<file path="src/sv/projected_minmax_decimator_macros.svh">
// ----------------------------------------------------------------------------
// Projected min/max decimator assertion macros
// Concurrent check wrappers, compiled out when NO_ASSERTIONS is defined.
// ----------------------------------------------------------------------------
`ifndef PROJECTED_MINMAX_DECIMATOR_MACROS_SVH
`define PROJECTED_MINMAX_DECIMATOR_MACROS_SVH

`ifndef NO_ASSERTIONS

`define PMMD_ASSERT(name, clk, rst_n, prop) \
  name: assert property (@(posedge clk) disable iff (!rst_n) prop) \
    else $error("pmmd check failed");

`define PMMD_ASSERT_NEXT(name, clk, rst_n, pre, post) \
  name: assert property (@(posedge clk) disable iff (!rst_n) (pre) |=> (post)) \
    else $error("pmmd sequence check failed");

`else

`define PMMD_ASSERT(name, clk, rst_n, prop)

`define PMMD_ASSERT_NEXT(name, clk, rst_n, pre, post)

`endif

`endif

</file>
<file path="src/sv/pmmd_pkg.sv">
// ----------------------------------------------------------------------------
// Projected min/max decimator package
// Field widths, configuration layout, queue item and point kind codes.
// ----------------------------------------------------------------------------
package pmmd_pkg;

  localparam int MAX_GROUP = 1024;
  localparam int MAX_ROWS  = 4096;

  localparam int COEF_W     = 21;
  localparam int DIV_W      = 23;
  localparam int CENTER_W   = 15;
  localparam int SAMPLE_W   = 16;
  localparam int GROUP_W    = 11;
  localparam int ROW_W      = 13;
  localparam int VALUE_W    = 32;
  localparam int CFG_IDX_W  = 3;
  localparam int CFG_DATA_W = 23;

  localparam int GIDX_W = $clog2(MAX_GROUP);
  localparam int DIFF_W = SAMPLE_W + 1;
  localparam int PROD_W = COEF_W + DIFF_W;
  localparam int NUM_W  = PROD_W + 1;
  localparam int MAG_W  = PROD_W;
  localparam int STEP_W = $clog2(MAG_W);
  localparam int SUM_W  = NUM_W + 1;

  localparam int QUEUE_DEPTH = 2;
  localparam int QUEUE_PTR_W = $clog2(QUEUE_DEPTH);
  localparam int QUEUE_CNT_W = $clog2(QUEUE_DEPTH + 1);

  typedef enum logic [CFG_IDX_W-1:0] {
    REG_COEF_A,
    REG_COEF_B,
    REG_DIVISOR_C,
    REG_CENTER,
    REG_AVG_X,
    REG_AVG_Y,
    REG_GROUP_SIZE,
    REG_ROW_COUNT
  } cfg_reg_e;

  typedef enum logic [2:0] {
    KIND_START,
    KIND_MIN,
    KIND_MAX,
    KIND_LAST,
    KIND_NEXT
  } point_kind_e;

  typedef struct packed {
    logic signed [COEF_W-1:0]   coef_a;
    logic signed [COEF_W-1:0]   coef_b;
    logic        [DIV_W-1:0]    divisor_c;
    logic        [CENTER_W-1:0] center;
    logic signed [SAMPLE_W-1:0] avg_x;
    logic signed [SAMPLE_W-1:0] avg_y;
    logic        [GROUP_W-1:0]  group_size;
    logic        [ROW_W-1:0]    row_count;
  } cfg_t;

  typedef struct packed {
    logic                      frame_start;
    logic signed [VALUE_W-1:0] value;
  } item_t;

endpackage

</file>
<file path="src/sv/pmmd_if.sv">
// ----------------------------------------------------------------------------
// Projected min/max decimator channel interfaces
// Valid/ready channels for input samples and emitted trace points.
// ----------------------------------------------------------------------------
interface pmmd_sample_if import pmmd_pkg::*; ();
  logic                       valid;
  logic                       ready;
  logic signed [SAMPLE_W-1:0] sample_x;
  logic signed [SAMPLE_W-1:0] sample_y;
  logic                       in_range;
  logic                       frame_start;

  modport source (output valid, sample_x, sample_y, in_range, frame_start, input ready);
  modport sink   (input valid, sample_x, sample_y, in_range, frame_start, output ready);
endinterface

interface pmmd_point_if import pmmd_pkg::*; ();
  logic                      valid;
  logic                      ready;
  logic        [ROW_W-1:0]   row;
  logic signed [VALUE_W-1:0] x_value;
  point_kind_e               point_kind;
  logic                      last_of_run;
  logic                      trace_done;

  modport source (output valid, row, x_value, point_kind, last_of_run, trace_done,
                  input ready);
  modport sink   (input valid, row, x_value, point_kind, last_of_run, trace_done,
                  output ready);
endinterface

</file>
<file path="src/sv/projected_minmax_decimator.sv">
// ----------------------------------------------------------------------------
// Projected min/max decimator
// Flow: an in-range sample passes multiply, sum, a 38-step divider and a
// saturation state before it reaches the queue; an out-of-range one goes
// straight to the push state. A new sample is taken only once the last is
// queued, and a closed row emits four points through the output register.
// Reset: registers return to defaults, queue empties, trace waits for a start.
// ----------------------------------------------------------------------------
module projected_minmax_decimator import pmmd_pkg::*; (
  input  logic                  clk_i,
  input  logic                  rst_ni,
  pmmd_sample_if.sink           sample_i,
  pmmd_point_if.source          point_o,
  input  logic                  cfg_we_i,
  input  logic [CFG_IDX_W-1:0]  cfg_idx_i,
  input  logic [CFG_DATA_W-1:0] cfg_data_i
);

  cfg_t  cfg_q;
  logic  push, full, pop, empty;
  item_t push_item, head_item;

  always_ff @(posedge clk_i or negedge rst_ni) begin
    if (!rst_ni) begin
      cfg_q.coef_a     <= '0;
      cfg_q.coef_b     <= COEF_W'(1);
      cfg_q.divisor_c  <= DIV_W'(1);
      cfg_q.center     <= '0;
      cfg_q.avg_x      <= '0;
      cfg_q.avg_y      <= '0;
      cfg_q.group_size <= GROUP_W'(1);
      cfg_q.row_count  <= ROW_W'(1);
    end else if (cfg_we_i) begin
      unique case (cfg_reg_e'(cfg_idx_i))
        REG_COEF_A:     cfg_q.coef_a     <= cfg_data_i[COEF_W-1:0];
        REG_COEF_B:     cfg_q.coef_b     <= cfg_data_i[COEF_W-1:0];
        REG_DIVISOR_C:  cfg_q.divisor_c  <= cfg_data_i[DIV_W-1:0];
        REG_CENTER:     cfg_q.center     <= cfg_data_i[CENTER_W-1:0];
        REG_AVG_X:      cfg_q.avg_x      <= cfg_data_i[SAMPLE_W-1:0];
        REG_AVG_Y:      cfg_q.avg_y      <= cfg_data_i[SAMPLE_W-1:0];
        REG_GROUP_SIZE: cfg_q.group_size <= cfg_data_i[GROUP_W-1:0];
        REG_ROW_COUNT:  cfg_q.row_count  <= cfg_data_i[ROW_W-1:0];
        default: begin
        end
      endcase
    end
  end

  pmmd_front u_front (
    .clk_i    (clk_i),
    .rst_ni   (rst_ni),
    .cfg_i    (cfg_q),
    .sample_i (sample_i),
    .full_i   (full),
    .push_o   (push),
    .item_o   (push_item)
  );

  pmmd_queue u_queue (
    .clk_i   (clk_i),
    .rst_ni  (rst_ni),
    .push_i  (push),
    .item_i  (push_item),
    .full_o  (full),
    .pop_i   (pop),
    .item_o  (head_item),
    .empty_o (empty)
  );

  pmmd_back u_back (
    .clk_i   (clk_i),
    .rst_ni  (rst_ni),
    .cfg_i   (cfg_q),
    .empty_i (empty),
    .item_i  (head_item),
    .pop_o   (pop),
    .point_o (point_o)
  );

endmodule

</file>
<file path="src/sv/pmmd_front.sv">
// ----------------------------------------------------------------------------
// Projected min/max decimator front end
// Accepts samples; projects in-range ones by multiply, sum and restoring
// divider, saturates, and queues the result, or the center if out of range.
// ----------------------------------------------------------------------------
`include "projected_minmax_decimator_macros.svh"

module pmmd_front import pmmd_pkg::*; (
  input  logic          clk_i,
  input  logic          rst_ni,
  input  cfg_t          cfg_i,
  pmmd_sample_if.sink   sample_i,
  input  logic          full_i,
  output logic          push_o,
  output item_t         item_o
);

  localparam logic [2:0] ST_IDLE = 3'd0;
  localparam logic [2:0] ST_MUL  = 3'd1;
  localparam logic [2:0] ST_SUM  = 3'd2;
  localparam logic [2:0] ST_DIV  = 3'd3;
  localparam logic [2:0] ST_FIN  = 3'd4;
  localparam logic [2:0] ST_PUSH = 3'd5;

  logic [2:0]                state_q, state_d;
  logic signed [DIFF_W-1:0]  dx_q, dx_d, dy_q, dy_d;
  logic signed [PROD_W-1:0]  pa_q, pa_d, pb_q, pb_d;
  logic                      frame_q, frame_d;
  logic                      neg_q, neg_d;
  logic [MAG_W-1:0]          quo_q, quo_d;
  logic [DIV_W-1:0]          rem_q, rem_d;
  logic [STEP_W-1:0]         step_q, step_d;
  logic signed [VALUE_W-1:0] value_q, value_d;

  logic                      accept;
  logic signed [NUM_W-1:0]   num, mag_full, quo_signed;
  logic [DIV_W-1:0]          dvs;
  logic [DIV_W:0]            trial, diff;
  logic                      ge;
  logic signed [SUM_W-1:0]   sum;

  assign sample_i.ready = (state_q == ST_IDLE);
  assign accept         = sample_i.valid && sample_i.ready;
  assign push_o         = (state_q == ST_PUSH) && !full_i;
  assign item_o.frame_start = frame_q;
  assign item_o.value       = value_q;

  assign dvs   = (cfg_i.divisor_c == '0) ? DIV_W'(1) : cfg_i.divisor_c;
  assign trial = {rem_q, quo_q[MAG_W-1]};
  assign ge    = (trial >= {1'b0, dvs});
  assign diff  = trial - {1'b0, dvs};

  assign num        = {pa_q[PROD_W-1], pa_q} + {pb_q[PROD_W-1], pb_q};
  assign mag_full   = num[NUM_W-1] ? -num : num;
  assign quo_signed = neg_q ? -$signed({1'b0, quo_q}) : $signed({1'b0, quo_q});
  assign sum        = $signed({quo_signed[NUM_W-1], quo_signed})
                    + $signed({{(SUM_W-CENTER_W){1'b0}}, cfg_i.center});

  always_comb begin
    state_d = state_q;
    dx_d    = dx_q;
    dy_d    = dy_q;
    pa_d    = pa_q;
    pb_d    = pb_q;
    frame_d = frame_q;
    neg_d   = neg_q;
    quo_d   = quo_q;
    rem_d   = rem_q;
    step_d  = step_q;
    value_d = value_q;
    unique case (state_q)
      ST_IDLE: begin
        if (accept) begin
          dx_d    = $signed({sample_i.sample_x[SAMPLE_W-1], sample_i.sample_x})
                  - $signed({cfg_i.avg_x[SAMPLE_W-1], cfg_i.avg_x});
          dy_d    = $signed({sample_i.sample_y[SAMPLE_W-1], sample_i.sample_y})
                  - $signed({cfg_i.avg_y[SAMPLE_W-1], cfg_i.avg_y});
          frame_d = sample_i.frame_start;
          if (sample_i.in_range) begin
            state_d = ST_MUL;
          end else begin
            value_d = $signed({{(VALUE_W-CENTER_W){1'b0}}, cfg_i.center});
            state_d = ST_PUSH;
          end
        end
      end
      ST_MUL: begin
        pa_d    = cfg_i.coef_a * dx_q;
        pb_d    = cfg_i.coef_b * dy_q;
        state_d = ST_SUM;
      end
      ST_SUM: begin
        neg_d   = num[NUM_W-1];
        quo_d   = mag_full[MAG_W-1:0];
        rem_d   = '0;
        step_d  = STEP_W'(MAG_W - 1);
        state_d = ST_DIV;
      end
      ST_DIV: begin
        rem_d = ge ? diff[DIV_W-1:0] : trial[DIV_W-1:0];
        quo_d = {quo_q[MAG_W-2:0], ge};
        if (step_q == '0) begin
          state_d = ST_FIN;
        end else begin
          step_d = step_q - 1'b1;
        end
      end
      ST_FIN: begin
        if ((sum[SUM_W-1:VALUE_W-1] == '0) || (sum[SUM_W-1:VALUE_W-1] == '1)) begin
          value_d = sum[VALUE_W-1:0];
        end else if (sum[SUM_W-1]) begin
          value_d = {1'b1, {(VALUE_W-1){1'b0}}};
        end else begin
          value_d = {1'b0, {(VALUE_W-1){1'b1}}};
        end
        state_d = ST_PUSH;
      end
      ST_PUSH: begin
        if (push_o) begin
          state_d = ST_IDLE;
        end
      end
      default: begin
        state_d = ST_IDLE;
      end
    endcase
  end

  always_ff @(posedge clk_i or negedge rst_ni) begin
    if (!rst_ni) begin
      state_q <= ST_IDLE;
    end else begin
      state_q <= state_d;
    end
  end

  always_ff @(posedge clk_i) begin
    dx_q    <= dx_d;
    dy_q    <= dy_d;
    pa_q    <= pa_d;
    pb_q    <= pb_d;
    frame_q <= frame_d;
    neg_q   <= neg_d;
    quo_q   <= quo_d;
    rem_q   <= rem_d;
    step_q  <= step_d;
    value_q <= value_d;
  end

  `PMMD_ASSERT_NEXT(a_skip_divider, clk_i, rst_ni, accept && !sample_i.in_range, state_q == ST_PUSH)
  `PMMD_ASSERT_NEXT(a_div_ends, clk_i, rst_ni, state_q == ST_DIV && step_q == '0, state_q == ST_FIN)

endmodule

</file>
<file path="src/sv/pmmd_queue.sv">
// ----------------------------------------------------------------------------
// Projected min/max decimator item queue
// Short FIFO of projected items between the front end and the back end.
// ----------------------------------------------------------------------------
`include "projected_minmax_decimator_macros.svh"

module pmmd_queue import pmmd_pkg::*; (
  input  logic  clk_i,
  input  logic  rst_ni,
  input  logic  push_i,
  input  item_t item_i,
  output logic  full_o,
  input  logic  pop_i,
  output item_t item_o,
  output logic  empty_o
);

  item_t                  mem_q [QUEUE_DEPTH];
  logic [QUEUE_PTR_W-1:0] wr_ptr_q, rd_ptr_q;
  logic [QUEUE_CNT_W-1:0] count_q;

  assign full_o  = (count_q == QUEUE_CNT_W'(QUEUE_DEPTH));
  assign empty_o = (count_q == '0);
  assign item_o  = mem_q[rd_ptr_q];

  always_ff @(posedge clk_i or negedge rst_ni) begin
    if (!rst_ni) begin
      wr_ptr_q <= '0;
      rd_ptr_q <= '0;
      count_q  <= '0;
    end else begin
      if (push_i) begin
        wr_ptr_q <= (wr_ptr_q == QUEUE_PTR_W'(QUEUE_DEPTH - 1)) ? '0 : wr_ptr_q + 1'b1;
      end
      if (pop_i) begin
        rd_ptr_q <= (rd_ptr_q == QUEUE_PTR_W'(QUEUE_DEPTH - 1)) ? '0 : rd_ptr_q + 1'b1;
      end
      if (push_i && !pop_i) begin
        count_q <= count_q + 1'b1;
      end else if (pop_i && !push_i) begin
        count_q <= count_q - 1'b1;
      end
    end
  end

  always_ff @(posedge clk_i) begin
    if (push_i) begin
      mem_q[wr_ptr_q] <= item_i;
    end
  end

  `PMMD_ASSERT(a_no_overflow, clk_i, rst_ni, push_i |-> !full_o)
  `PMMD_ASSERT(a_no_underflow, clk_i, rst_ni, pop_i |-> !empty_o)

endmodule

</file>
<file path="src/sv/pmmd_back.sv">
// ----------------------------------------------------------------------------
// Projected min/max decimator back end
// Tracks row minimum, maximum and last value and emits the start point and
// the four points that close each row through an output register.
// ----------------------------------------------------------------------------
module pmmd_back import pmmd_pkg::*; (
  input  logic          clk_i,
  input  logic          rst_ni,
  input  cfg_t          cfg_i,
  input  logic          empty_i,
  input  item_t         item_i,
  output logic          pop_o,
  pmmd_point_if.source  point_o
);

  localparam logic ST_TAKE = 1'b0;
  localparam logic ST_EMIT = 1'b1;

  logic                      state_q, state_d;
  logic [GIDX_W-1:0]         group_q, group_d;
  logic [ROW_W-1:0]          row_q, row_d;
  logic signed [VALUE_W-1:0] min_q, min_d, max_q, max_d, last_q, last_d, hold_q, hold_d;
  logic                      done_q, done_d;
  point_kind_e               kind_q, kind_d;

  logic                      out_valid_q, out_valid_d;
  logic [ROW_W-1:0]          out_row_q, out_row_d;
  logic signed [VALUE_W-1:0] out_value_q, out_value_d;
  point_kind_e               out_kind_q, out_kind_d;
  logic                      out_last_q, out_last_d;
  logic                      out_done_q, out_done_d;

  logic [GROUP_W-1:0]        scale;
  logic [ROW_W-1:0]          rows;
  logic                      fin, load_ok, in_group;

  always_comb begin
    if (cfg_i.group_size == '0) begin
      scale = GROUP_W'(1);
    end else if (cfg_i.group_size > GROUP_W'(MAX_GROUP)) begin
      scale = GROUP_W'(MAX_GROUP);
    end else begin
      scale = cfg_i.group_size;
    end
    if (cfg_i.row_count == '0) begin
      rows = ROW_W'(1);
    end else if (cfg_i.row_count > ROW_W'(MAX_ROWS)) begin
      rows = ROW_W'(MAX_ROWS);
    end else begin
      rows = cfg_i.row_count;
    end
  end

  assign fin      = (({1'b0, row_q} + 1'b1) >= {1'b0, rows});
  assign in_group = ((GROUP_W'(group_q) + 1'b1) < scale);
  assign load_ok  = !out_valid_q || point_o.ready;
  assign pop_o    = (state_q == ST_TAKE) && !empty_i;

  assign point_o.valid       = out_valid_q;
  assign point_o.row         = out_row_q;
  assign point_o.x_value     = out_value_q;
  assign point_o.point_kind  = out_kind_q;
  assign point_o.last_of_run = out_last_q;
  assign point_o.trace_done  = out_done_q;

  always_comb begin
    state_d     = state_q;
    group_d     = group_q;
    row_d       = row_q;
    min_d       = min_q;
    max_d       = max_q;
    last_d      = last_q;
    hold_d      = hold_q;
    done_d      = done_q;
    kind_d      = kind_q;
    out_valid_d = out_valid_q && !point_o.ready;
    out_row_d   = out_row_q;
    out_value_d = out_value_q;
    out_kind_d  = out_kind_q;
    out_last_d  = out_last_q;
    out_done_d  = out_done_q;
    unique case (state_q)
      ST_TAKE: begin
        if (pop_o) begin
          if (item_i.frame_start) begin
            hold_d  = item_i.value;
            kind_d  = KIND_START;
            state_d = ST_EMIT;
          end else if (!done_q) begin
            if (in_group) begin
              last_d  = item_i.value;
              min_d   = (item_i.value < min_q) ? item_i.value : min_q;
              max_d   = (item_i.value > max_q) ? item_i.value : max_q;
              group_d = group_q + 1'b1;
            end else begin
              hold_d  = item_i.value;
              kind_d  = KIND_MIN;
              state_d = ST_EMIT;
            end
          end
        end
      end
      ST_EMIT: begin
        if (load_ok) begin
          out_valid_d = 1'b1;
          out_kind_d  = kind_q;
          out_row_d   = row_q;
          out_done_d  = fin;
          out_last_d  = 1'b0;
          case (kind_q)
            KIND_START: begin
              out_row_d   = '0;
              out_value_d = hold_q;
              out_done_d  = 1'b0;
              out_last_d  = 1'b1;
            end
            KIND_MIN: begin
              out_value_d = min_q;
              kind_d      = KIND_MAX;
            end
            KIND_MAX: begin
              out_value_d = max_q;
              kind_d      = KIND_LAST;
            end
            KIND_LAST: begin
              out_value_d = last_q;
              kind_d      = KIND_NEXT;
            end
            default: begin
              out_row_d   = row_q + 1'b1;
              out_value_d = hold_q;
              out_last_d  = 1'b1;
            end
          endcase
          if (kind_q == KIND_START || kind_q == KIND_NEXT) begin
            min_d   = hold_q;
            max_d   = hold_q;
            last_d  = hold_q;
            group_d = '0;
            state_d = ST_TAKE;
            if (kind_q == KIND_START) begin
              row_d  = '0;
              done_d = 1'b0;
            end else begin
              row_d  = row_q + 1'b1;
              done_d = fin;
            end
          end
        end
      end
      default: begin
        state_d = ST_TAKE;
      end
    endcase
  end

  always_ff @(posedge clk_i or negedge rst_ni) begin
    if (!rst_ni) begin
      state_q     <= ST_TAKE;
      group_q     <= '0;
      row_q       <= '0;
      min_q       <= '0;
      max_q       <= '0;
      last_q      <= '0;
      done_q      <= 1'b1;
      kind_q      <= KIND_START;
      out_valid_q <= 1'b0;
    end else begin
      state_q     <= state_d;
      group_q     <= group_d;
      row_q       <= row_d;
      min_q       <= min_d;
      max_q       <= max_d;
      last_q      <= last_d;
      done_q      <= done_d;
      kind_q      <= kind_d;
      out_valid_q <= out_valid_d;
    end
  end

  always_ff @(posedge clk_i) begin
    hold_q      <= hold_d;
    out_row_q   <= out_row_d;
    out_value_q <= out_value_d;
    out_kind_q  <= out_kind_d;
    out_last_q  <= out_last_d;
    out_done_q  <= out_done_d;
  end

endmodule

</file>
<file path="src/flat_wrapper.sv">
// flat-port wrapper written by rule: the top's interface ports become plain ports
module projected_minmax_decimator_flat import pmmd_pkg::*;
  (clk_i, rst_ni, cfg_we_i, cfg_idx_i, cfg_data_i, sample_i_valid, sample_i_sample_x, sample_i_sample_y, sample_i_in_range, sample_i_frame_start, sample_i_ready, point_o_valid, point_o_row, point_o_x_value, point_o_point_kind, point_o_last_of_run, point_o_trace_done, point_o_ready);
  pmmd_sample_if sample_i_i ();
  pmmd_point_if point_o_i ();
  input  logic clk_i;
  input  logic rst_ni;
  input  logic cfg_we_i;
  input  logic [CFG_IDX_W-1:0] cfg_idx_i;
  input  logic [CFG_DATA_W-1:0] cfg_data_i;
  input wire logic [$bits(sample_i_i.valid)-1:0] sample_i_valid;
  input wire logic [$bits(sample_i_i.sample_x)-1:0] sample_i_sample_x;
  input wire logic [$bits(sample_i_i.sample_y)-1:0] sample_i_sample_y;
  input wire logic [$bits(sample_i_i.in_range)-1:0] sample_i_in_range;
  input wire logic [$bits(sample_i_i.frame_start)-1:0] sample_i_frame_start;
  output wire logic [$bits(sample_i_i.ready)-1:0] sample_i_ready;
  output wire logic [$bits(point_o_i.valid)-1:0] point_o_valid;
  output wire logic [$bits(point_o_i.row)-1:0] point_o_row;
  output wire logic [$bits(point_o_i.x_value)-1:0] point_o_x_value;
  output wire logic [$bits(point_o_i.point_kind)-1:0] point_o_point_kind;
  output wire logic [$bits(point_o_i.last_of_run)-1:0] point_o_last_of_run;
  output wire logic [$bits(point_o_i.trace_done)-1:0] point_o_trace_done;
  input wire logic [$bits(point_o_i.ready)-1:0] point_o_ready;
  assign sample_i_i.valid = sample_i_valid;
  assign sample_i_i.sample_x = sample_i_sample_x;
  assign sample_i_i.sample_y = sample_i_sample_y;
  assign sample_i_i.in_range = sample_i_in_range;
  assign sample_i_i.frame_start = sample_i_frame_start;
  assign sample_i_ready = sample_i_i.ready;
  assign point_o_valid = point_o_i.valid;
  assign point_o_row = point_o_i.row;
  assign point_o_x_value = point_o_i.x_value;
  assign point_o_point_kind = point_o_i.point_kind;
  assign point_o_last_of_run = point_o_i.last_of_run;
  assign point_o_trace_done = point_o_i.trace_done;
  assign point_o_i.ready = point_o_ready;
  projected_minmax_decimator u_core (.clk_i(clk_i), .rst_ni(rst_ni), .sample_i(sample_i_i), .point_o(point_o_i), .cfg_we_i(cfg_we_i), .cfg_idx_i(cfg_idx_i), .cfg_data_i(cfg_data_i));
endmodule
</file>
<file path="config.mk">
export PLATFORM = sky130hd
export DESIGN_NAME = projected_minmax_decimator_flat
export DESIGN_NICKNAME = d
export VERILOG_FILES = /design/src/sv/pmmd_pkg.sv /design/src/sv/pmmd_if.sv /design/src/sv/projected_minmax_decimator.sv /design/src/sv/pmmd_front.sv /design/src/sv/pmmd_queue.sv /design/src/sv/pmmd_back.sv /design/src/flat_wrapper.sv
export VERILOG_INCLUDE_DIRS = /design/src /design/src/sv
export SDC_FILE = /design/constraint.sdc
export NUM_CORES = 2
export LEC_CHECK = 0
export BUFFER_PORTS_ARGS = -buffer_cell sky130_fd_sc_hd__buf_2
export CORE_MARGIN = 2
export CORE_UTILIZATION = 37
export CTS_CLUSTER_DIAMETER = 40
export CTS_CLUSTER_SIZE = 20
export DETAILED_ROUTE_END_ITERATION = 16
export PLACE_DENSITY_LB_ADDON = 0.25
export SLEW_MARGIN = 20
export SYNTH_ARGS = -nofsm -noshare
export SYNTH_HDL_FRONTEND = slang
export SYNTH_SLANG_ARGS = --single-unit
</file>
<file path="constraint.sdc">
create_clock -name clk_i -period 7.6 [get_ports clk_i]
set_clock_uncertainty 0.15 [all_clocks]
set_input_delay 0.38 -clock clk_i [delete_from_list [all_inputs] [get_ports clk_i]]
set_output_delay 0.38 -clock clk_i [all_outputs]
set_load 0.02 [all_outputs]
</file>
==> flow_summary.yaml <==
yosys:
  synth_cells: 6104
  synth-seq-cells: 627
  ys.warnings.count: 0
  netlist-cell-type-count: 81
  synth_edf_count: 359
  synthFlopType: "edfxtp_1"
  ys_seq_area_frac: 0.289
  synthesis.nets: 7273
  avgSynthCellArea_um2: 9.91
  synth-async-reset-ratio: 0.427
  syn_area_mm2: 0.0605
place:
  place_area_mm2: 0.0636
  io_buffers: 116
  gp_congestion: 0.872
  pre_cts_slack_ps: 302
  hpwl_um: 122000
setup_path:
  startpoint_type: "register"
  cp_max_fo: 13
  rr_worst_depth: 25
  worstSetupPathType: "reg2reg"
  cp_num_cells: 25
  cp_data_required_time_ps: 7940
  cp_common_cell: "fa_1"
  worstSetupEndpointType: "register"
  worstPathArrival_ps: 7570
  crit_start: "u_core.u_front.dy_q[2]"
  endpoint: "u_core.u_front.pb_q[34]"
  crit_family: "adder cells"
  cpPeakStageDelay_ps: 550
  path_buf_inv: 6
  regToRegSetupSlack_ps: 370
  r2r_end: "u_core.u_front.pb_q[34]"
  r2r-start: "u_core.u_front.dy_q[2]"
  cp_slowest_cell: "edfxtp_1"
die:
  io_pins: 117
  die_w_um: 408
  start_util: 0.372
  core_region_area_mm2: 0.163
  die_h_um: 408
  placementRows: 148
  die_area_mm2: 0.167
layout:
  synthToLayoutAreaGrowth_pct: 13.7
  fin_area_mm2: 0.0688
  nNetsFinal: 7413
  drive_gt1_frac: 0.117
  utilization: 0.423
clocking:
  clock_sinks: 627
  cts_htree_levels: 4
  root_buffer: "clkbuf_16"
  cts_buffers: 131
  cts_tree: "yes"
  cts.reportedPaths.clkPinSlew_ps: 40
  cts.path.max_buffers: 3
  insertion_delay_ps: 750
flow_run:
  drv_cap: 0
route:
  vias: 43100
  wl_per_cell_um: 18.5
  drtAntennaViolNets: 0
  first_pass_iters: 6
  drt-total-wl_um: 157000
  routed_via_density: 5.05
  dr.first_iter.drc_count: 2729
  drc_errors: 0
global_route:
  grt_pass1_wl_um: 254000
  overflow: 0
  grt_max_degree: 89
  grt_util_all_layers: 0.193
  antenna_found_initial: 10
  grt_pass1_vias: 45200
timing:
  setup_viol: 0
  setup_slack_ps: 370
  tightest_slew_ps: 1100
  hold_viol: 0
  period_needed_ps: 7230
  relSlewSlack: 0.262
  period_share: 0.951
  fmax_mhz: 138
  final_max_slew_viol_count: 0
  setup_tns_ps: 0
min_path:
  hold_path.class: "in2reg"
outcome:
  status: "finished clean"
==> worst reg2reg max path, cell delays in order, from the launching register on <==
cell,delay (ps)
edfxtp_1,550
buf_4,270
nand2_1,100
fa_1,550
inv_1,60
fa_1,490
fa_1,520
inv_1,60
fa_1,550
inv_1,50
fa_1,480
inv_1,50
fa_1,470
inv_1,40
ha_1,350
a21o_1,200
a21oi_1,170
o22ai_1,130
nor3_1,370
a211oi_1,220
o21a_1,250
o21a_1,180
o21ai_0,320
a21oi_1,110
a21oi_1,190
xnor2_1,90
==> cell type report <==
| type | instances | area (um^2) |
|---|---|---|
| Antenna cell | 2 | 5.00 |
| Clock buffer | 160 | 3530 |
| Clock inverter | 82 | 1100 |
| Fill cell | 15800 | 93800 |
| Inverter | 977 | 3670 |
| Multi-Input combinational cell | 4242 | 38400 |
| Sequential cell | 627 | 17500 |
| Tap cell | 2175 | 2720 |
| Timing Repair Buffer | 265 | 1810 |
==> stage by stage <==
stage	hold WS, ps	cells
6_report	43.3	8530
5_1_grt	20.7	8530
4_1_cts	3.18	8518
3_5_place_dp	280	8238
3_3_place_gp	273	8238
2_1_floorplan	-65.6	6104
==> sequential cells by signal, summed over array words and instances, names as in the netlist, 38 cells and up <==
| signal | cells |
|---|---|
| u_core.cfg_q | 136 |
| u_core.u_queue.mem_q | 66 |
| u_core.u_front.pa_q | 38 |
| u_core.u_front.pb_q | 38 |
| u_core.u_front.quo_q | 38 |
==> logic make-up (layout without fill, tap and decap cells) <==
group	count (synthesis)	after routing	synth area share
buf+inv	1235	1484	0.0770
fa+ha+maj	1104	1104	0.317
simple gates	1716	1716	0.136
flops	627	627	0.289
other cells	0	2	0
compound gates	868	868	0.0896
xor+xnor	264	264	0.0382
mux	290	290	0.0528
==> synth_stat cells, drive strengths merged (26+ instances only) <==
master    n  area (um^2)
a211oi   34          260
a21o     83          623
a21oi   262         1310
a221oi   32          280
and2    310         1940
clkbuf  246          926
dfrtp   263         6580
edfxtp  359        10800
fa      717        14400
ha      387         4840
inv     974         3660
mux2    232         2610
mux2i    58          581
nand2   652         2450
nand2b   57          357
nand3    62          310
nand4    38          238
nor2    356         1340
nor2b    42          263
nor3     63          332
nor4     26          163
o21a     33          248
o21ai   232         1160
xnor2   189         1660
xor2     75          657
==> routing by layer <==
metal	global-route usage	wire (um)
met1	0.245	66400
met2	0.333	78400
met3	0.0296	6800
met4	0.0707	5750
met5	0	30
==> placed cells by master (no fill, tap or decap), types with 26 or more instances in the layout <==
cell type,count
inv_1,972
fa_1,717
nand2_1,650
ha_1,387
edfxtp_1,359
nor2_1,355
and2_1,307
a21oi_1,261
dfrtp_1,258
mux2_2,232
o21ai_0,230
xnor2_1,189
clkbuf_16,133
buf_2,115
buf_4,107
a21o_1,83
xor2_1,75
nand3_1,62
mux2i_1,58
nand2b_1,57
nor3_1,57
nor2b_1,40
nand4_1,38
dlygate4sd3_1,38
o21a_1,33
a211oi_1,33
a221oi_1,32
nor4_1,26
==> worst min-delay path by stage <==
stage,from,to,slack (ps),cells past startpoint
detailed placement,u_core.u_front.value_q[23],u_core.u_queue.mem_q[1][23],280,0
CTS,cfg_data_i[7],u_core.cfg_q[78],3,3
global route,cfg_data_i[7],u_core.cfg_q[78],20,3
global placement,u_core.u_front.value_q[8],u_core.u_queue.mem_q[0][8],270,0
finish,sample_i_sample_x[2],u_core.u_front.dx_q[2],40,3
floorplan,rst_ni,u_core.cfg_q[100],-70,0
==> repair_timing <==
| item | CTS | global route |
|---|---|---|
| buffers inserted | 0 | 8 |
| gates resized for setup | 0 | 6 |
| hold buffers | 38 | 0 |
| setup endpoints to repair | 0 | 5 |
| hold endpoints to repair | 141 | 0 |
Power is not shown: default switching activity piles up to over one toggle a cycle in this logic, so the estimate is an artifact.
